`src/rtl/core/fte_pkg.sv`:
```
// Shared types, constants and helper functions of the Fenwick tree engine.
package fte_pkg;

  localparam int TREE_SIZE = 4096;
  localparam int TREE_AW   = $clog2(TREE_SIZE);
  localparam int NODE_W    = TREE_AW + 1;
  localparam int SUM_W     = 32;
  localparam int KIND_W    = 2;
  localparam int QDEPTH    = 4;
  localparam int QAW       = $clog2(QDEPTH);

  localparam logic [NODE_W-1:0] TREE_NODES = NODE_W'(TREE_SIZE);

  localparam logic [KIND_W-1:0] KIND_ADD    = 2'd0;
  localparam logic [KIND_W-1:0] KIND_PREFIX = 2'd1;
  localparam logic [KIND_W-1:0] KIND_FIND   = 2'd2;

  typedef enum logic [1:0] {
    OP_ADD    = 2'd0,
    OP_PREFIX = 2'd1,
    OP_FIND   = 2'd2,
    OP_NONE   = 2'd3
  } op_t;

  typedef enum logic [1:0] {
    ST_CLEAR = 2'd0,
    ST_IDLE  = 2'd1,
    ST_WALK  = 2'd2,
    ST_DONE  = 2'd3
  } state_t;

  typedef struct packed {
    op_t               op;
    logic [NODE_W-1:0] node;
    logic [SUM_W-1:0]  operand;
  } item_t;

  typedef struct packed {
    logic q_full;
    logic clearing;
  } fstat_t;

  function automatic logic [NODE_W-1:0] low_bit(input logic [NODE_W-1:0] n);
    return n & (~n + 1'b1);
  endfunction

  function automatic logic [TREE_AW-1:0] node_addr(input logic [NODE_W-1:0] n);
    logic [NODE_W-1:0] m;
    m = n - 1'b1;
    return m[TREE_AW-1:0];
  endfunction

endpackage

```
`src/rtl/core/fte_queue.sv`:
```
// Small FIFO of classified items between front and back end.
module fte_queue (
  input  logic           clk,
  input  logic           rst_n,
  input  logic           wr_en,
  input  fte_pkg::item_t wr_item,
  output logic           q_full,
  input  logic           rd_en,
  output fte_pkg::item_t rd_item,
  output logic           q_empty
);
  import fte_pkg::*;

  item_t            entry_r [QDEPTH];
  logic [QAW-1:0]   wr_ptr_r, wr_ptr_nxt;
  logic [QAW-1:0]   rd_ptr_r, rd_ptr_nxt;
  logic [QAW:0]     count_r, count_nxt;
  logic             do_wr, do_rd;

  assign q_full  = (count_r == (QAW+1)'(QDEPTH));
  assign q_empty = (count_r == '0);
  assign do_wr   = wr_en & ~q_full;
  assign do_rd   = rd_en & ~q_empty;
  assign rd_item = entry_r[rd_ptr_r];

  always_comb begin
    wr_ptr_nxt = do_wr ? wr_ptr_r + 1'b1 : wr_ptr_r;
    rd_ptr_nxt = do_rd ? rd_ptr_r + 1'b1 : rd_ptr_r;
    count_nxt  = count_r + (QAW+1)'(do_wr) - (QAW+1)'(do_rd);
  end

  always_ff @(posedge clk) begin
    if (!rst_n) begin
      wr_ptr_r <= '0;
      rd_ptr_r <= '0;
      count_r  <= '0;
    end else begin
      wr_ptr_r <= wr_ptr_nxt;
      rd_ptr_r <= rd_ptr_nxt;
      count_r  <= count_nxt;
    end
  end

  always_ff @(posedge clk) begin
    if (do_wr) begin
      entry_r[wr_ptr_r] <= wr_item;
    end
  end

endmodule

```
`config.mk`:
```
export PLATFORM = sky130hd
export DESIGN_NAME = fte_queue
export DESIGN_NICKNAME = d
export VERILOG_FILES = /design/src/rtl/core/fte_pkg.sv /design/src/rtl/core/fte_queue.sv
export SDC_FILE = /design/constraint.sdc
export NUM_CORES = 1
export LEC_CHECK = 0
export ABC_CLOCK_PERIOD_IN_PS = 2400
export BUFFER_PORTS_ARGS = -buffer_cell sky130_fd_sc_hd__buf_2
export CORE_MARGIN = 2
export CORE_UTILIZATION = 51
export DETAILED_ROUTE_END_ITERATION = 8
export GPL_ROUTABILITY_DRIVEN = 0
export PLACE_DENSITY = 0.75
export RECOVER_POWER = 25
export SYNTH_ARGS = -nofsm -noshare
export SYNTH_HDL_FRONTEND = slang
export SYNTH_SLANG_ARGS = --single-unit
```
`constraint.sdc`:
```
create_clock -name clk -period 2.4 [get_ports clk]
set_input_delay 0.48 -clock clk [delete_from_list [all_inputs] [get_ports clk]]
set_output_delay 0.48 -clock clk [all_outputs]
set_load 0.005 [all_outputs]
```
# [Word-level counts from Yosys, hierarchy flattened]
# Memory sizes are Yosys's and may differ from the RTL's. A register that Yosys moved wholly into a read port is not among the register bits.
# Cells that the tools add are included.
[classes] n_shift=0 n_lt_le_gt_ge=0 eq_ne=1 n_div=0 reduce_logical=1 bitwise=4 n_addsub=4 multipliers=0 mux=4
[op_table] op="$add A2 B1 Y2 const B" n=2
[op_table] op="$mux W2" n=2
[op_table] op="$add A3 B1 Y3" n=1
[op_table] op="$eq A3 B3 Y1 const B" n=1
[op_table] op="$logic_not A3 Y1" n=1
[op_table] op="$sub A3 B1 Y3" n=1
[op_table] op="$and A1 B1 Y1" n=2
[op_table] op="$mux W1" n=2
[op_table] op="$not A1 Y1" n=2
[word_totals] mem_bits_rw=188 mem_count=1 latchBits=0 input_bits=51 rom_bits=0 ff_bits=7
[memory_table] name="entry_r" words=4 word_bits=47 read_ports=1 rd_ports_with_merged_regs=1 wr=1 line="fte_queue.sv:14" text="item_t entry_r [QDEPTH];"

# [Logic depth before layout (Yosys ltp)]
[depth] word_depth=5 mapped_depth=11

# [Least setup slack after synthesis]
# No wires, ideal clock.
[synth_timing] path_type="input port to flip-flop" start="in wr_en" end="mem entry_r[0][0] (netlist bit) (enable)" arrival_ns=1.890 slack_ns=0.101 path_buffers=1 path_stages=3 cell_sequence="nor2b_1 buf_2 and2_1"
[synth_between] elab_chain_cells=3
[synth_lines] element="start, declared" line="fte_queue.sv:5" text="input logic wr_en,"
[synth_lines] element="$and A1 B1 Y1" line="fte_queue.sv:22" text="assign do_wr = wr_en & ~q_full;"
[synth_lines] element="$mux W1" line="fte_queue.sv:45" text="if (do_wr) begin"
[synth_lines] element="$mux W1 (not written as such)" line="fte_queue.sv:46" text="entry_r[wr_ptr_r] <= wr_item;"
[synth_lines] element="end, declared" line="fte_queue.sv:14"
# No other way between the ends.

==> summary.txt <==
cell type with the highest aggregate area in the netlist: edfxtp_1
start-to-end type of the worst setup path: reg2out
Cells after DPL: 576
count of max-cap constraint violations: 0
Post-synth EDFFs: 188
signed area change from the synthesized netlist to the final layout: 18.2%
die span in x: 124 µm
Max-Slew Margin vs Limit: 72.0%
antenna violations before repair: 0
Setup Total Neg Slack: 0 ps
half-perimeter wire length of the detailed placement result: 7390 µm
Avg Vias per Cell: 5.37
quantity of I/O buffers inserted on ports: 99
Bufs on Longest Clock Path: 2
critical path cell sequence: buf_12, mux4_2, buf_2
Final Net Count: 473
worst hold path class: in2reg
CTS root buf: clkbuf_16
worst reg2reg setup slack: 200 ps
number of setup buffers added after CTS: 0
Critical R2R Launch: count_r[2]
wire length of the first global-routing pass: 18400 µm
detailed-routed wire length on met3: 710 µm
final number of max-transition violations: 0
gate family responsible for the most delay along the worst path: multiplexers
Die Y-Extent: 124 µm
type of element launching the critical path: flop
Worst Path Buf+Inv: 2
post-route setup slack: 183 ps
number of inserted filler cells in the final layout: 986
Seq/Total Area, Yosys: 79.9%
sum of routed wire segments on met1: 5080 µm
count of non-filler cells in the finished layout: 608
Synth Register Bits: 197
actual transition at the worst max-transition pin: 421 ps
number of failing setup endpoints in the final timing report: 0
distinct cell type count of the synthesized netlist: 22
DRC violation count after routing: 0
setup clock skew after layout: 5.74 ps
master of the slowest instance on the critical path: mux4_2
top routing layer used: met4
I/O pins: 100
worst r2r dst: count_r[2]
cell leakage power: 2.86 nW
Synth warnings: 0
H-Tree Level Count: 4
DR iter-0 viols: 211
core area: 13900 µm²
Worst R2R Path Depth: 10
Post-Syn Area per Cell: 24.6 µm²
final design utilization: 61.8%
Post-Syn Instances: 296
final count of hold timing violations: 0
Pwr Density: 1040 nW/µm²
clock tree from TritonCTS: built
overall fraction of global-route tracks in use: 17.1%
antenna violation net count after detailed routing: 0
routed len/inst: 19.9 µm
total via count in the routed design: 3267
latest clock arrival within the worst-skew pair: 430 ps
Synthesized Nets: 354
leading post-synthesis cells by cell area: edfxtp_1 77%, mux4_2 15%, dfxtp_1 2.5%
post-layout minimum cycle time: 2220 ps
grt ovf: 0
number of inserted diodes: 0
total design power: 8.94 mW
Netlist Area Pre-Place: 7290 µm²
# rows: 43
Die Outline Area: 15300 µm²
f_max: 0.451 GHz
effective utilization at floorplan: 52.3%
data arrival time of the worst path: 1740 ps
setup repair after global routing missed its margin: no
number of global-route vias before repair: 3378
share of the cycle needed by the critical path after routing: 92.4%
number of iterations in the first detailed-routing pass: 4
kind of end point of the critical path: output pin
clock sinks: 197
total detailed-routing wirelength: 12100 µm
Critical Path Max Stage Delay: 560 ps
main flop type after synthesis: edfxtp_1
Worst IR Drop VDD: 567 µV
number of buffers created by CTS: 17
number of buffers added to fix hold violations after cts: 0
run status: completed
maximum number of pins on one net before global-route repair: 28
pre-CTS worst setup slack: 135 ps
met2 wire length: 6110 µm
endpoint of the worst hold-timing path: entry_r[3][22]
cells resized by post-CTS repair: 0
clock-pin slew of the registers on the worst-case setup and hold paths: 60 ps
Post-synth ARST share: 0%
post-synth top area share: 77.4%
depth of the worst hold-timing path: 1
largest driver fanout on the critical path: 24
share of layout cells above drive strength 1: 38.3%
Crit path required time: 1920 ps
hold_sp: wr_item[22]
[Yosys cell counts, types with 2 or more instances]
master / count
dfxtp_1: 9
buf_12: 3
mux2i_1: 2
o21ai_0: 3
nand2_1: 6
mux4_2: 47
nor2b_1: 2
xnor2_1: 2
clkbuf_1: 2
inv_1: 6
and2_1: 7
ha_1: 6
buf_2: 5
edfxtp_1: 188
[power breakdown]
group	switching (mW)	internal [mW]	leakage [nW]
Clock	1.16	1.78	0.305
Combinational	0.825	0.909	0.761
Sequential	0.105	4.17	1.80
Total	2.09	6.86	2.86
[registers in the layout, summed over array words and instances, names as in the netlist, named ones only]
| register | flops |
|---|---|
| count_r | 3 |
| wr_ptr_r | 2 |
| rd_ptr_r | 2 |
| entry_r | 188 |
[layout by cell type, fill, tap and decap left out]
master / Yosys / routed
edfxtp_1: 188 / 188
nand2_1: 6 / 6
o21ai_0: 3 / 3
and2_1: 7 / 3
dfxtp_4: 0 / 1
inv_6: 0 / 2
dfxtp_2: 0 / 1
mux4_2: 47 / 47
clkinv_2: 0 / 3
buf_2: 5 / 66
clkinv_4: 0 / 2
dfxtp_1: 9 / 7
mux2i_1: 2 / 2
inv_1: 6 / 6
buf_12: 3 / 2
clkbuf_1: 2 / 35
nor3_2: 1 / 1
xnor2_1: 2 / 2
clkinvlp_4: 0 / 1
a21boi_0: 1 / 1
buf_4: 1 / 11
clkbuf_8: 0 / 1
nor3b_2: 1 / 1
clkbuf_16: 0 / 17
bufinv_16: 0 / 4
nor2b_1: 2 / 2
fa_1: 1 / 1
or3_1: 1 / 1
ha_1: 6 / 6
and2_2: 0 / 4
nand4bb_1: 1 / 1
[cell families after synthesis]
| logic type | synth area share (%) |
|---|---|
| and+or+nand+nor | 1.63 |
| AOI/OAI and AO/OA | 0.309 |
| DFF | 79.9 |
| xor gates and xnor gates | 0.240 |
| muxes | 14.8 |
| buffers and inverters | 1.84 |
| adders and majority gates | 1.30 |
[metrics by stage]
stage | instance area (µm²) | hold WS, ps
6_report | 8620 | 277
5_1_grt | 8620 | 263
4_1_cts | 8660 | 248
3_5_place_dp | 8030 | 490
3_3_place_gp | 8030 | 477
2_1_floorplan | 7290 | 461
[per-layer routing]
metal	vias up	GRT usage (%)
met5	-	0
met4	0	7.03
met3	18	5.77
met2	91	27.3
met1	1682	21.8
li1	1476	-
[how the worst max path moves through the flow]
stage,endpoint,slack [ps],cells past startpoint
finish,rd_item[41],180,3
global route,count_r[2],40,9
CTS,rd_item[41],150,3
detailed placement,count_r[2],140,10
global placement,count_r[2],270,10
floorplan,entry_r[0][0],100,3
[layout make-up]
class / instances / area [µm²] / share of cell area (%)
Sequential cell: 197 / 5830 / 67.7
Multi-Input combinational cell: 81 / 1340 / 15.5
Timing Repair Buffer: 112 / 577 / 6.69
Clock buffer: 20 / 447 / 5.18
Tap cell: 180 / 225 / 2.61
Clock inverter: 12 / 178 / 2.06
Inverter: 6 / 22.5 / 0.261
[worst register-to-register path, stage by stage, from the launching register on]
cell,delay [ps]
dfxtp_1,350
nor3b_2,170
nor2b_1,190
inv_1,70
ha_1,270
inv_1,40
ha_1,190
fa_1,380
xnor2_1,200
xnor2_1,90
and2_1,150
No activity file was read; power rests on OpenSTA's default activity.
