===== config.mk =====
export PLATFORM = sky130hd
export DESIGN_NAME = fte_front
export DESIGN_NICKNAME = d
export VERILOG_FILES = /design/src/rtl/core/fte_pkg.sv /design/src/rtl/core/fte_front.sv
export SDC_FILE = /design/constraint.sdc
export NUM_CORES = 1
export LEC_CHECK = 0
export BUFFER_PORTS_ARGS = -buffer_cell sky130_fd_sc_hd__buf_4
export CELL_PAD_IN_SITES_DETAIL_PLACEMENT = 0
export CELL_PAD_IN_SITES_GLOBAL_PLACEMENT = 1
export CORE_MARGIN = 5
export CORE_UTILIZATION = 17
export DETAILED_ROUTE_END_ITERATION = 6
export PLACE_DENSITY = 0.95
export SYNTH_ARGS = -nofsm -noshare
export SYNTH_HDL_FRONTEND = slang
export SYNTH_SLANG_ARGS = --single-unit

===== constraint.sdc =====
create_clock -name vclk -period 2
set_input_delay 0.4 -clock vclk [all_inputs]
set_output_delay 0.4 -clock vclk [all_outputs]
set_load 0.01 [all_outputs]

===== src/rtl/core/fte_pkg.sv =====
// Shared types, constants and helper functions of the Fenwick tree engine.
package fte_pkg;

  localparam int TREE_SIZE = 4096;
  localparam int TREE_AW   = $clog2(TREE_SIZE);
  localparam int NODE_W    = TREE_AW + 1;
  localparam int SUM_W     = 32;
  localparam int KIND_W    = 2;
  localparam int QDEPTH    = 4;
  localparam int QAW       = $clog2(QDEPTH);

  localparam logic [NODE_W-1:0] TREE_NODES = NODE_W'(TREE_SIZE);

  localparam logic [KIND_W-1:0] KIND_ADD    = 2'd0;
  localparam logic [KIND_W-1:0] KIND_PREFIX = 2'd1;
  localparam logic [KIND_W-1:0] KIND_FIND   = 2'd2;

  typedef enum logic [1:0] {
    OP_ADD    = 2'd0,
    OP_PREFIX = 2'd1,
    OP_FIND   = 2'd2,
    OP_NONE   = 2'd3
  } op_t;

  typedef enum logic [1:0] {
    ST_CLEAR = 2'd0,
    ST_IDLE  = 2'd1,
    ST_WALK  = 2'd2,
    ST_DONE  = 2'd3
  } state_t;

  typedef struct packed {
    op_t               op;
    logic [NODE_W-1:0] node;
    logic [SUM_W-1:0]  operand;
  } item_t;

  typedef struct packed {
    logic q_full;
    logic clearing;
  } fstat_t;

  function automatic logic [NODE_W-1:0] low_bit(input logic [NODE_W-1:0] n);
    return n & (~n + 1'b1);
  endfunction

  function automatic logic [TREE_AW-1:0] node_addr(input logic [NODE_W-1:0] n);
    logic [NODE_W-1:0] m;
    m = n - 1'b1;
    return m[TREE_AW-1:0];
  endfunction

endpackage


===== src/rtl/core/fte_front.sv =====
// Front end: accepts items and classifies them into queue entries.
module fte_front (
  input  logic                          push,
  output logic                          full,
  input  logic [fte_pkg::KIND_W-1:0]    in_kind,
  input  logic [fte_pkg::NODE_W-1:0]    in_index,
  input  logic signed [fte_pkg::SUM_W-1:0] in_delta,
  input  logic signed [fte_pkg::SUM_W-1:0] in_target,
  input  fte_pkg::fstat_t               stat,
  output logic                          q_push,
  output fte_pkg::item_t                q_item
);
  import fte_pkg::*;

  assign full   = stat.q_full | stat.clearing;
  assign q_push = push & ~full;

  always_comb begin
    q_item.op      = OP_NONE;
    q_item.node    = '0;
    q_item.operand = '0;
    unique case (in_kind)
      KIND_ADD: begin
        // index zero or past the store: no node to touch
        if (in_index != '0 && in_index <= TREE_NODES) begin
          q_item.op = OP_ADD;
        end
        q_item.node    = in_index;
        q_item.operand = in_delta;
      end
      KIND_PREFIX: begin
        q_item.node = (in_index > TREE_NODES) ? TREE_NODES : in_index;
        if (in_index != '0) begin
          q_item.op = OP_PREFIX;
        end
      end
      KIND_FIND: begin
        q_item.op      = OP_FIND;
        q_item.node    = TREE_NODES;
        q_item.operand = in_target;
      end
      default: begin
        q_item.op = OP_NONE;
      end
    endcase
  end

endmodule


* After elaboration in Yosys (flattened, before gate mapping)
Index checks and enable logic that the tools add are counted. W data, S select, Z words.
Cells by class: order comparisons 2, equal/unequal tests 2, muxes and demuxes 6, bitwise operators 3, reduce and logical (&&, ||, !) cells 3
Operator list (count):
- $pmux W32 S2 | 1
- $pmux W13 S3 | 1
- $gt A13 B13 Y1 const B | 1
- $le A13 B13 Y1 const B | 1
- $mux W13 | 1
- $reduce_bool A13 Y1 | 1
- $pmux W2 S3 | 1
- $mux W2 | 2
- $eq A2 B1 Y1 const B | 1
- $eq A2 B2 Y1 const B | 1
- $logic_not A2 Y1 | 1
- $and A1 B1 Y1 | 1
- $logic_and A1 B1 Y1 | 1
- $not A1 Y1 | 1
- $or A1 B1 Y1 | 1
Word-level totals: flip-flop bits (word level) 0, output and inout bits 49, word-level logic and storage cells 16

* Depth between registers and ports, before layout
Gate-level depths: netlist of the first run.
depth in word-level cells 4, mapped depth 5, depth with buffers taken out 3

* Least setup slack after synthesis of the first run
Ideal clock, no wire load.
path type input-to-output, start point input in_index[0] (netlist name), end point output q_item[34] (netlist name), arrival time 1.237 ns, data required time 1.600 ns, slack 0.363 ns, stages on the path 3, path buffers 0, cell sequence nor4_4 > a31oi_1 > nor3b_1
RTL lines:
- from (decl) | line fte_front.sv:6 | input logic [fte_pkg::NODE_W-1:0] in_index,
- to (decl) | line fte_front.sv:11 | output fte_pkg::item_t q_item

==> out/qor.yml, run 1 <==
layout:
  clkbuf_count: 0
  drive_gt1_frac: 0.610
  num_antenna_cells: 0
  nFlopsAndLatches: 0
  final_net_count: 315
  register_area_um2: 0
  fin_util: 0.433
  layout_common_cells: "buf_4, nor2_1, mux2i_1"
  areaGrowthSynthToFinish_pct: 142
  final_common_cell: "buf_4"
  layout.cells.non_filler: 281
worst_setup_path:
  critical_path.cell_chain: "buf_4, nor4_4, nand2_1, a2111o_1, buf_4"
  worst_path_most_repeated_cell: "buf_4"
  worstPathArrival_ns: 1.49
  cpPeakStageDelay_ns: 0.36
  worst-setup-path-type: "input pin to output port"
  critPathCaptureType: "output port"
  required_ns: 1.60
  crit_slowest_cell: "nor4_4"
  crit_fanout: 5
  startpoint_type: "input pin"
timing:
  hold_violations: 0
  setup_viol: 0
  hold_slack_ns: 1.08
  period_needed_ns: 1.89
  setup_tns_ns: 0
  drv_slew: 0
  slew-limit-headroom: 0.778
  period_share: 0.946
  clock.fmax_mhz: 528
  tightest_slew_ns: 0.332
  grt_setup_unrepaired: "no"
power:
  vdd_drop_max_mv: 0.0865
  pwr-share-seq: 0
  p_leak_nw: 1.00
  p_switching_w: 0.000151
  power_density_mw_per_mm2: 217
  comb_power_share: 1.000
  power_w: 0.000383
  switching_share: 0.395
  power.internal_w: 0.000232
  pwr-share-clk: 0
detailed_routing:
  drt-initial-drc-count: 44
  drc: 0
  wire_per_inst_um: 12.7
  vias: 1229
  totalWireLength_um: 3560
  first_pass_iters: 4
  final_antenna_net_count: 0
  via_per_inst: 4.37
clock_network:
  cts_resized: 0
grt:
  overflow: 0
  first_global_vias: 1288
  grt_use_total: 0.111
  grt_max_degree: 28
  grt_pass1_wl_um: 5240
  antenna_found_initial: 0
die:
  dieArea_mm2: 0.00571
  die_x_um: 75.6
  initial_core_util: 0.179
  io_pins: 131
  die_y_um: 75.6
  core_area_mm2: 0.00409
  num_rows: 23
flow_run:
  drv_cap: 0
synth:
  yosys.area.top_type: "mux2i_1"
  seq_area_frac_synth: 0
  netlist_area_um2: 731
  synth_cells: 104
  syn_avg_cell_area_um2: 7.03
  synth_top_area_share: 0.438
  ys_warn_count: 0
  ys_types: 18
  netlist_top_cells_area: "mux2i_1, nor2_1, nor4_4, and2_1, nor3b_1"
  synth_fp_nets: 186
placed_design:
  gp_congestion: 0.719
  port_buffers: 131
  post-place-cells: 281
  hpwl_um: 3110
min_path:
  hold_class: "input pin to output port"
status:
  status: "finished clean"
[metal layers]
metal | track usage | part of all wire | vias to the layer above
met3 | 0.0475 | 0.18 | 0
li1 | - | - | 616
met1 | 0.112 | 0.34 | 533
met5 | 0 | 0 | -
met2 | 0.220 | 0.49 | 80
met4 | 0.00388 | 0 | 0
[worst paths after layout]
path / endpoint / depth (start not counted) / slack (ns) / start
max: q_item[45] / 5 / 0.11 / in_index[6]
min: full / 3 / 1.08 / stat[1]
[final cells by class]
cell class,count,area (µm²)
fillers,427,2320
repair buffers,136,1020
multi-input cells,94,681
inverters,1,3.75
well taps,50,62.6
[Yosys cell counts]
master	n
nor4_4	3
a21oi_1	2
mux2i_1	32
buf_2	4
nand2_1	2
a31oi_1	2
and4b_1	1
and4_2	1
a211o_1	1
or2_2	1
a2111o_1	1
nor3b_1	4
nor2_1	34
inv_1	1
buf_4	2
nor2b_1	2
and2_1	8
clkbuf_1	3
[power groups by stage]
stage,sequential (W),clock (W),combinational [W]
3_5_place_dp,0,0,0.000388
6_report,0,0,0.000383
2_1_floorplan,0,0,0.000146
4_1_cts,0,0,0.000389
3_3_place_gp,0,0,0.000384
5_1_grt,0,0,0.000416
[timing repair]
action                     in CTS  in global routing
hold buffers                    0                  0
setup endpoints to repair       0                  3
buffers inserted                0                  0
[cell families (layout without fill, tap and decap cells)]
group	count (synthesis)	after routing	share of synthesized area
simple gates	56	56	0.435
compound gates	6	6	0.0582
mux	32	32	0.438
buf+inv	10	137	0.0685
[metrics by stage]
stage	setup slack, ns	instance area (µm²)
floorplan	0.363	731
global placement	0.126	1770
detailed placement	0.0981	1770
CTS	0.0984	1770
global route	0.00197	1770
finish	0.108	1770
[worst max-delay path, delay by kind of cell]
kind            cells  cell delay (ns)
compound gates      1             0.36
buf+inv             2             0.27
simple gates        2             0.46
Note: power is estimated with default switching activity, not from simulation.
==> inputs of run 2 (changes only) <==
Settings changed: REMOVE_ABC_BUFFERS set to 1.
==> run 2 against run 1 <==
Net effect:
- maximum frequency fell by 0.93%
- final cell count up 0.71%
- via count down 2.3%
- flip-flop and latch count did not move
- combinational power hardly changed
- first-iteration DRC count rose by 9.1%
- wire length is 3.3% higher
- hold slack better by 0.0023 ns
==> out/qor.yml, run 2 (synthesis results as in run 1) <==
flow_run:
  drv_cap: 0
worst_setup_path:
  critical_path.cell_chain: "buf_4, nor4_4, nand2_1, a2111o_1, buf_4"
  cp_top_family: "simple AND/OR/NAND/NOR gates"
  required_ns: 1.60
  worstPathArrival_ns: 1.51
  critPathCaptureType: "output port"
  crit_fanout: 4
  cp_num_buf_inv: 2
  startpoint_type: "input pin"
  crit_slowest_cell: "nor4_4"
  cpPeakStageDelay_ns: 0.37
  worst_path_most_repeated_cell: "buf_4"
  worst-setup-path-type: "input pin to output port"
layout:
  register_area_um2: 0
  final_common_cell: "buf_4"
  design_area_mm2: 0.00179
  final_net_count: 317
  clkbuf_count: 0
  nFlopsAndLatches: 0
  nFillCells: 444
  num_antenna_cells: 0
  drive_gt1_frac: 0.618
  areaGrowthSynthToFinish_pct: 145
  layout_common_cells: "buf_4, nor2_1, mux2i_1"
die:
  io_pins: 131
  num_rows: 23
  initial_core_util: 0.179
  die_y_um: 75.6
  core_area_mm2: 0.00409
  dieArea_mm2: 0.00571
  die_x_um: 75.6
detailed_routing:
  totalWireLength_um: 3680
  final_antenna_net_count: 0
  first_pass_iters: 4
  via_per_inst: 4.24
  wire_per_inst_um: 13.0
  vias: 1201
  drt-initial-drc-count: 48
  drc: 0
timing:
  slew-limit-headroom: 0.764
  hold_slack_ns: 1.08
  period_share: 0.955
  drv_slew: 0
  tightest_slew_ns: 0.354
  clock.fmax_mhz: 524
  setup_viol: 0
  setup_tns_ns: 0
  period_needed_ns: 1.91
  grt_setup_unrepaired: "no"
  hold_violations: 0
min_path:
  hold_depth: 3
  hold_start: "stat[1]"
  hold_class: "input pin to output port"
  holdPathEnd: "full"
grt:
  grt_pass1_wl_um: 5210
  grt_max_degree: 30
  grt_use_total: 0.112
  antenna_found_initial: 0
  first_global_vias: 1208
  overflow: 0
power:
  p_leak_nw: 1.01
  power_density_mw_per_mm2: 216
  vdd_drop_max_mv: 0.0767
placed_design:
  hpwl_um: 3190
  gp_congestion: 0.677
  port_buffers: 131
  place_area_mm2: 0.00177
clock_network:
  ctsHoldBuffers: 0
status:
  status: "finished clean"
[run 2: area by class of cell]
| class | instances | area, µm² | area share |
|---|---|---|---|
| Inverter | 1 | 3.75 | 0.00210 |
| Multi-Input combinational cell | 94 | 687 | 0.384 |
| Tap cell | 50 | 62.6 | 0.0350 |
| Timing Repair Buffer | 138 | 1040 | 0.579 |
[run 2: where the power goes]
part           total (W)  switching (W)  internal [W]
clock network          0              0             0
logic           0.000386       0.000152      0.000233
registers              0              0             0
[run 2: repair_timing]
item                       4_1_cts  5_1_grt
hold endpoints to repair         0        0
gates resized for setup          0        1
buffers inserted                 0        2
setup endpoints to repair        0        3
[run 2: worst max-delay path by stage]
stage	start	end	slack, ns	depth (start not counted)
2_1_floorplan	in_index[0]	q_item[34]	0.36	3
3_3_place_gp	in_index[6]	q_item[45]	0.13	5
3_5_place_dp	in_index[0]	q_item[45]	0.08	5
4_1_cts	in_index[0]	q_item[45]	0.08	5
5_1_grt	in_index[2]	q_item[40]	0.009	5
6_report	in_index[5]	q_item[45]	0.09	5
[run 2: routing by layer]
metal	routed length [µm]	up-vias	global-route usage
met5	0	-	0
met4	0	0	0
met3	412	0	0.0237
met2	2000	66	0.230
met1	1260	513	0.121
li1	-	622	-
[run 2: stage by stage]
step | total power, W | utilization | setup WS (ns) | std cells
floorplan | 0.000119 | - | 0.363 | 95
global placement | 0.000384 | 0.433 | 0.129 | 281
detailed placement | 0.000388 | 0.433 | 0.0835 | 281
CTS | 0.000390 | 0.433 | 0.0848 | 281
global route | 0.000420 | 0.438 | 0.00917 | 283
finish | 0.000386 | 0.438 | 0.0902 | 283
